<file path="config.mk">
export PLATFORM = sky130hd
export DESIGN_NAME = sce_isqrt
export DESIGN_NICKNAME = d
export VERILOG_FILES = /design/src/rtl/sce_pkg.sv /design/src/rtl/sce_isqrt.sv
export SDC_FILE = /design/constraint.sdc
export NUM_CORES = 1
export LEC_CHECK = 0
export ABC_AREA = 1
export BUFFER_PORTS_ARGS = -buffer_cell sky130_fd_sc_hd__buf_4
export CORE_MARGIN = 5
export CORE_UTILIZATION = 50
export DETAILED_ROUTE_END_ITERATION = 10
export PLACE_DENSITY = 0.77
export SLEW_MARGIN = 20
export SYNTH_ARGS = -nofsm -noshare
export SYNTH_HDL_FRONTEND = slang
export SYNTH_SLANG_ARGS = --single-unit
</file>
<file path="constraint.sdc">
create_clock -name clk -period 1.9 [get_ports clk]
set_input_delay 0.57 -clock clk [delete_from_list [all_inputs] [get_ports clk]]
set_output_delay 0.57 -clock clk [all_outputs]
set_load 0.03 [all_outputs]
</file>
<file path="src/rtl/sce_pkg.sv">
// ----------------------------------------------------------------------------
// sce_pkg
// Shared types and constants of the seam carving engine: word layouts,
// command and status codes, register indexes, sequencer states, sizes.
// ----------------------------------------------------------------------------
package sce_pkg;

  // image store geometry: address is {row, col}
  localparam int unsigned MAX_WIDTH  = 512;
  localparam int unsigned MAX_HEIGHT = 512;
  localparam int unsigned COORD_W    = 9;
  localparam int unsigned DIM_W      = 10;
  localparam int unsigned ADDR_W     = 2 * COORD_W;
  localparam int unsigned STORE_DEPTH = MAX_WIDTH * MAX_HEIGHT;
  localparam int unsigned LINE_DEPTH  = MAX_WIDTH;

  // data widths
  localparam int unsigned PIX_W    = 8;
  localparam int unsigned ENERGY_W = 9;
  localparam int unsigned COST_W   = 18;
  localparam int unsigned SQ_W     = 18;
  localparam int unsigned SQ_STEPS = SQ_W / 2;
  localparam int unsigned SQ_CNT_W = 4;

  // configuration port
  localparam int unsigned CFG_IDX_W  = 2;
  localparam int unsigned CFG_DATA_W = 10;

  typedef enum logic [1:0] {
    REG_DIRECTION = 2'd0,
    REG_WIDTH     = 2'd1,
    REG_HEIGHT    = 2'd2,
    REG_NONE      = 2'd3
  } reg_idx_t;

  typedef enum logic [1:0] {
    CMD_LOAD   = 2'd0,
    CMD_READ   = 2'd1,
    CMD_REMOVE = 2'd2,
    CMD_NONE   = 2'd3
  } cmd_t;

  typedef enum logic [1:0] {
    ST_OK      = 2'd0,
    ST_RANGE   = 2'd1,
    ST_NO_IMG  = 2'd2,
    ST_DIM_ONE = 2'd3
  } status_t;

  typedef struct packed {
    logic [1:0]         command;
    logic [PIX_W-1:0]   pixel_intensity;
    logic [COORD_W-1:0] line_index;
  } in_word_t;

  typedef struct packed {
    logic [COORD_W-1:0] seam_position;
    logic [COST_W-1:0]  seam_cost;
    logic [1:0]         status;
  } out_word_t;

  typedef enum logic [4:0] {
    S_IDLE,
    S_READ,
    S_EL, S_ER, S_EU, S_ED, S_EX, S_EY, S_ES, S_EW,
    S_C0, S_C1, S_C2, S_C3,
    S_TS, S_TC,
    S_TB0, S_TB1, S_TB2, S_TB3,
    S_R0, S_R1, S_R2, S_R3
  } state_t;

endpackage

</file>
<file path="src/rtl/sce_isqrt.sv">
// ----------------------------------------------------------------------------
// sce_isqrt
// Iterative integer square root, two radicand bits per cycle (restoring
// digit recurrence). done pulses for one cycle with the floor root.
// ----------------------------------------------------------------------------
module sce_isqrt (
  input  logic                          clk,
  input  logic                          rst_n,
  input  logic                          start,
  input  logic [sce_pkg::SQ_W-1:0]      value,
  output logic                          done,
  output logic [sce_pkg::SQ_STEPS-1:0]  root
);
  import sce_pkg::*;

  logic [SQ_W-1:0]     val_r, val_nxt;
  logic [SQ_STEPS+1:0] rem_r, rem_nxt;
  logic [SQ_STEPS-1:0] root_r, root_nxt;
  logic [SQ_CNT_W-1:0] cnt_r, cnt_nxt;
  logic                done_r, done_nxt;
  logic [SQ_STEPS+3:0] rem_sh;
  logic [SQ_STEPS+3:0] trial;

  // start load, or one digit step
  always_comb begin
    rem_sh   = {rem_r, val_r[SQ_W-1 -: 2]};
    trial    = {2'b00, root_r, 2'b01};
    val_nxt  = val_r;
    rem_nxt  = rem_r;
    root_nxt = root_r;
    cnt_nxt  = cnt_r;
    done_nxt = 1'b0;
    if (start) begin
      val_nxt  = value;
      rem_nxt  = '0;
      root_nxt = '0;
      cnt_nxt  = SQ_CNT_W'(SQ_STEPS);
    end else if (cnt_r != '0) begin
      val_nxt = {val_r[SQ_W-3:0], 2'b00};
      cnt_nxt = cnt_r - 1'b1;
      if (rem_sh >= trial) begin
        // remainder stays at most twice the root, so it fits the register
        rem_nxt  = (SQ_STEPS+2)'(rem_sh - trial);
        root_nxt = {root_r[SQ_STEPS-2:0], 1'b1};
      end else begin
        rem_nxt  = rem_sh[SQ_STEPS+1:0];
        root_nxt = {root_r[SQ_STEPS-2:0], 1'b0};
      end
      done_nxt = (cnt_r == SQ_CNT_W'(1));
    end
  end

  always_ff @(posedge clk) begin
    if (!rst_n) begin
      cnt_r  <= '0;
      done_r <= 1'b0;
    end else begin
      cnt_r  <= cnt_nxt;
      done_r <= done_nxt;
    end
    val_r  <= val_nxt;
    rem_r  <= rem_nxt;
    root_r <= root_nxt;
  end

  assign done = done_r;
  assign root = root_r;

endmodule

</file>
==> run metrics <==
area of the multi-input gates roughly 0.0014 mm^2; final std cells w/o fill approximately 480; Max Clk Rate around 560 MHz; crit share post-route a little over nine tenths; Layout Skew between 6 and 7 ps; #FFs+latches synth 43; min Tclk post-route ~1800 ps; worst supply voltage drop on vdd 0.7790 mV; outcome completed; H-tree depth 2; internal power roughly 3.0 mW; Worst EP arrival slightly below 2000 ps; most frequent cell after synthesis nand2_1; CP startpoint kind flip-flop; Post-synth top cells nand2_1, inv_1, a21oi_1, nor2_1, dfxtp_1; Synth Instances between 300 and 400; ys flop type dfxtp_1; Total GRT Usage around 19%; Antenna Nets Post-Route 0; hold_buf cts 0; Sw Share about 47%; CTS Buf Count 5; GP Congestion 0.8965; power density over the cells ~1800 mW/mm^2; CTS root buf clkbuf_8; slew margin rel. 77.68%; yosys warns 0; mapped cell area approximately 0.0026 mm^2; first-pass GRT wire length 9.998 mm; Min-Delay Path Class flip-flop to flip-flop; count of unique library cells instantiated by Yosys 30; Fill cells roughly 440; placed cell count approximately 460; Via Count between 2000 and 2500; die area between 0.006 and 0.007 mm^2; Buffers on Ports 30; pin count of the biggest net entering global routing 31; DP HPWL 4.301 mm; max cap viols 0; DRC 0; async set-reset flop share out of synthesis 0%; initial DRC count 169; Avg Inst Size Synth about 7.1 um^2; CP max FO 6; initial core utilization 50.94%; Synth top area share a little over a fifth; count of pins over their slew limit 0; final hold violations 0; clock slew at reported path FFs ~80 ps; clock sink total 43; clock power share just under 10%; later-pin clock latency in the skew report around 290 ps; Area Overhead vs Synth 25.28%; Logic pwr share between 60% and 70%; Static Leak ~1.6 nW; DIE WIDTH between 80 and 90 um; ant diodes 0; FF/Latch Area approximately 0.0011 mm^2; DRT Wirelength between 6 and 7 mm; 1st-pass router iterations 4; io pins 31; worst slew pin tran 334.4 ps; CTS Buffer Depth 2; top cells by area, synth edfxtp_1, nand2_1, dfxtp_1; grt ovf 0; vias in the first global route around 2300; required time of the critical path around 2100 ps; Nets approximately 440; share of layout cells above drive strength 1 25.74%; critical path class flip-flop to flip-flop; register share of total power 24.5%; Final Setup Violations 0; Sw Pwr ~2.7 mW; Vias/cell 5.008; initial antenna violation count 0; CP Capture Type flip-flop; sequential fraction of the synthesis area between 40% and 50%; Site Rows 26; Die H slightly above 80 um; Syn Nets between 300 and 400; wire per inst 12.86 um; number of flops mapped to enable cells by yosys 18; post-synth top area cell edfxtp_1; core footprint a little over 0.005 mm^2; Final Power about 5.7 mW; CTS tree yes
[layout by cell type, fill, tap and decap left out]
master and n:
a21oi_1 27, nand2_1 135, nor2_2 3, or2_2 2
o21bai_1 2, nor2_1 25, nand4_1 4, o21ai_0 14
buf_12 1, ha_1 4, inv_2 5, buf_6 1
nor2_4 2, buf_4 46, inv_1 45, nor4_1 1
a21boi_2 1, clkbuf_8 5, a21boi_1 3, nand3_2 4
a21oi_2 3, dfxtp_2 13, xor2_1 1, dfxtp_1 12
ha_4 9, or3b_2 1, nor3_2 2, clkinvlp_4 1
clkinv_1 3, edfxtp_1 18, nand2_2 4, nand4_2 1
nand3_4 1, nand3_1 8, a211oi_1 1
[worst paths after layout]
check	startpoint	endpoint	slack (ps)	depth (start not counted)
hold reg to reg	cnt_r[2]	done	460	1
setup / recovery	root[0]	rem_r[4]	100	13
setup reg to reg	root[0]	rem_r[4]	100	13
hold / removal	cnt_r[2]	done	460	1
[layer usage]
| metal | up-vias | global-route usage [%] | wire length (um) |
|---|---|---|---|
| met3 | 9 | 3.728 | 363 |
| li1 | 1235 | - | - |
| met5 | - | 0 | 0 |
| met4 | 0 | 6.478 | 93 |
| met2 | 68 | 33.63 | 3044 |
| met1 | 1082 | 23.63 | 2645 |
[critical path, cell delays in order, from the launching register on]
cell     delay [ps]
dfxtp_2         330
inv_1           130
ha_4            240
nand2_1          60
nand2_1          50
nand2_1          90
nand3_2         110
nand2_2          90
nand3_4         140
buf_4           170
nand2_1          60
nand2_1          60
a21oi_2         110
nor2_1           50
[metrics by stage]
| step | cell area (um^2) | TNS (ps) | util [%] | hold slack (ps) | setup WS, ps |
|---|---|---|---|---|---|
| 6_report | 3218 | 0 | 63.82 | 459.7 | 100.3 |
| 5_1_grt | 3218 | -42.57 | 63.82 | 484.1 | -23.54 |
| 4_1_cts | 3085 | 0 | 61.19 | 459.0 | 2.843 |
| 3_5_place_dp | 2928 | -161.8 | 58.06 | 435.5 | -44.07 |
| 3_3_place_gp | 2928 | -64.75 | 58.06 | 445.0 | -19.01 |
| 2_1_floorplan | 2579 | 0 | - | 419.9 | 6.491 |
[registers in the layout (all words and copies together) (netlist names)]
signal  flops
val_r      18
rem_r      11
root        9
cnt_r       4
done        1
[power groups by stage]
stage | Clock (mW) | Combinational, mW | Sequential, mW
finish | 0.569 | 3.77 | 1.41
global route | 0.618 | 4.18 | 1.43
CTS | 0.579 | 3.32 | 1.37
detailed placement | 0 | 3.01 | 1.37
global placement | 0 | 2.95 | 1.36
floorplan | 0 | 2.35 | 1.40
[final cells by class]
class | count | area share [%]
inverters | 51 | 5.949
well taps | 70 | 2.722
multi-input cells | 258 | 44.17
flip-flops and latches | 43 | 32.85
clock buffers | 5 | 2.138
repair buffers | 48 | 11.70
clock inverters | 3 | 0.4666
[what timing repair did]
action / 4_1_cts / 5_1_grt
endpoints found under the setup margin: 7 / 12
pin swaps: 2 / 10
setup buffers: 1 / 5
gates resized for setup: 5 / 22
[kinds of logic after synthesis]
logic type               synth area share (%)
adder cells (fa/ha/maj)                 6.332
AND/OR/NAND/NOR                         32.49
flip-flops                              40.53
AO/OA/AOI/OAI                           10.76
buffers and inverters                   9.547
XOR/XNOR                               0.3410
Power figures use the tool's default switching activity.
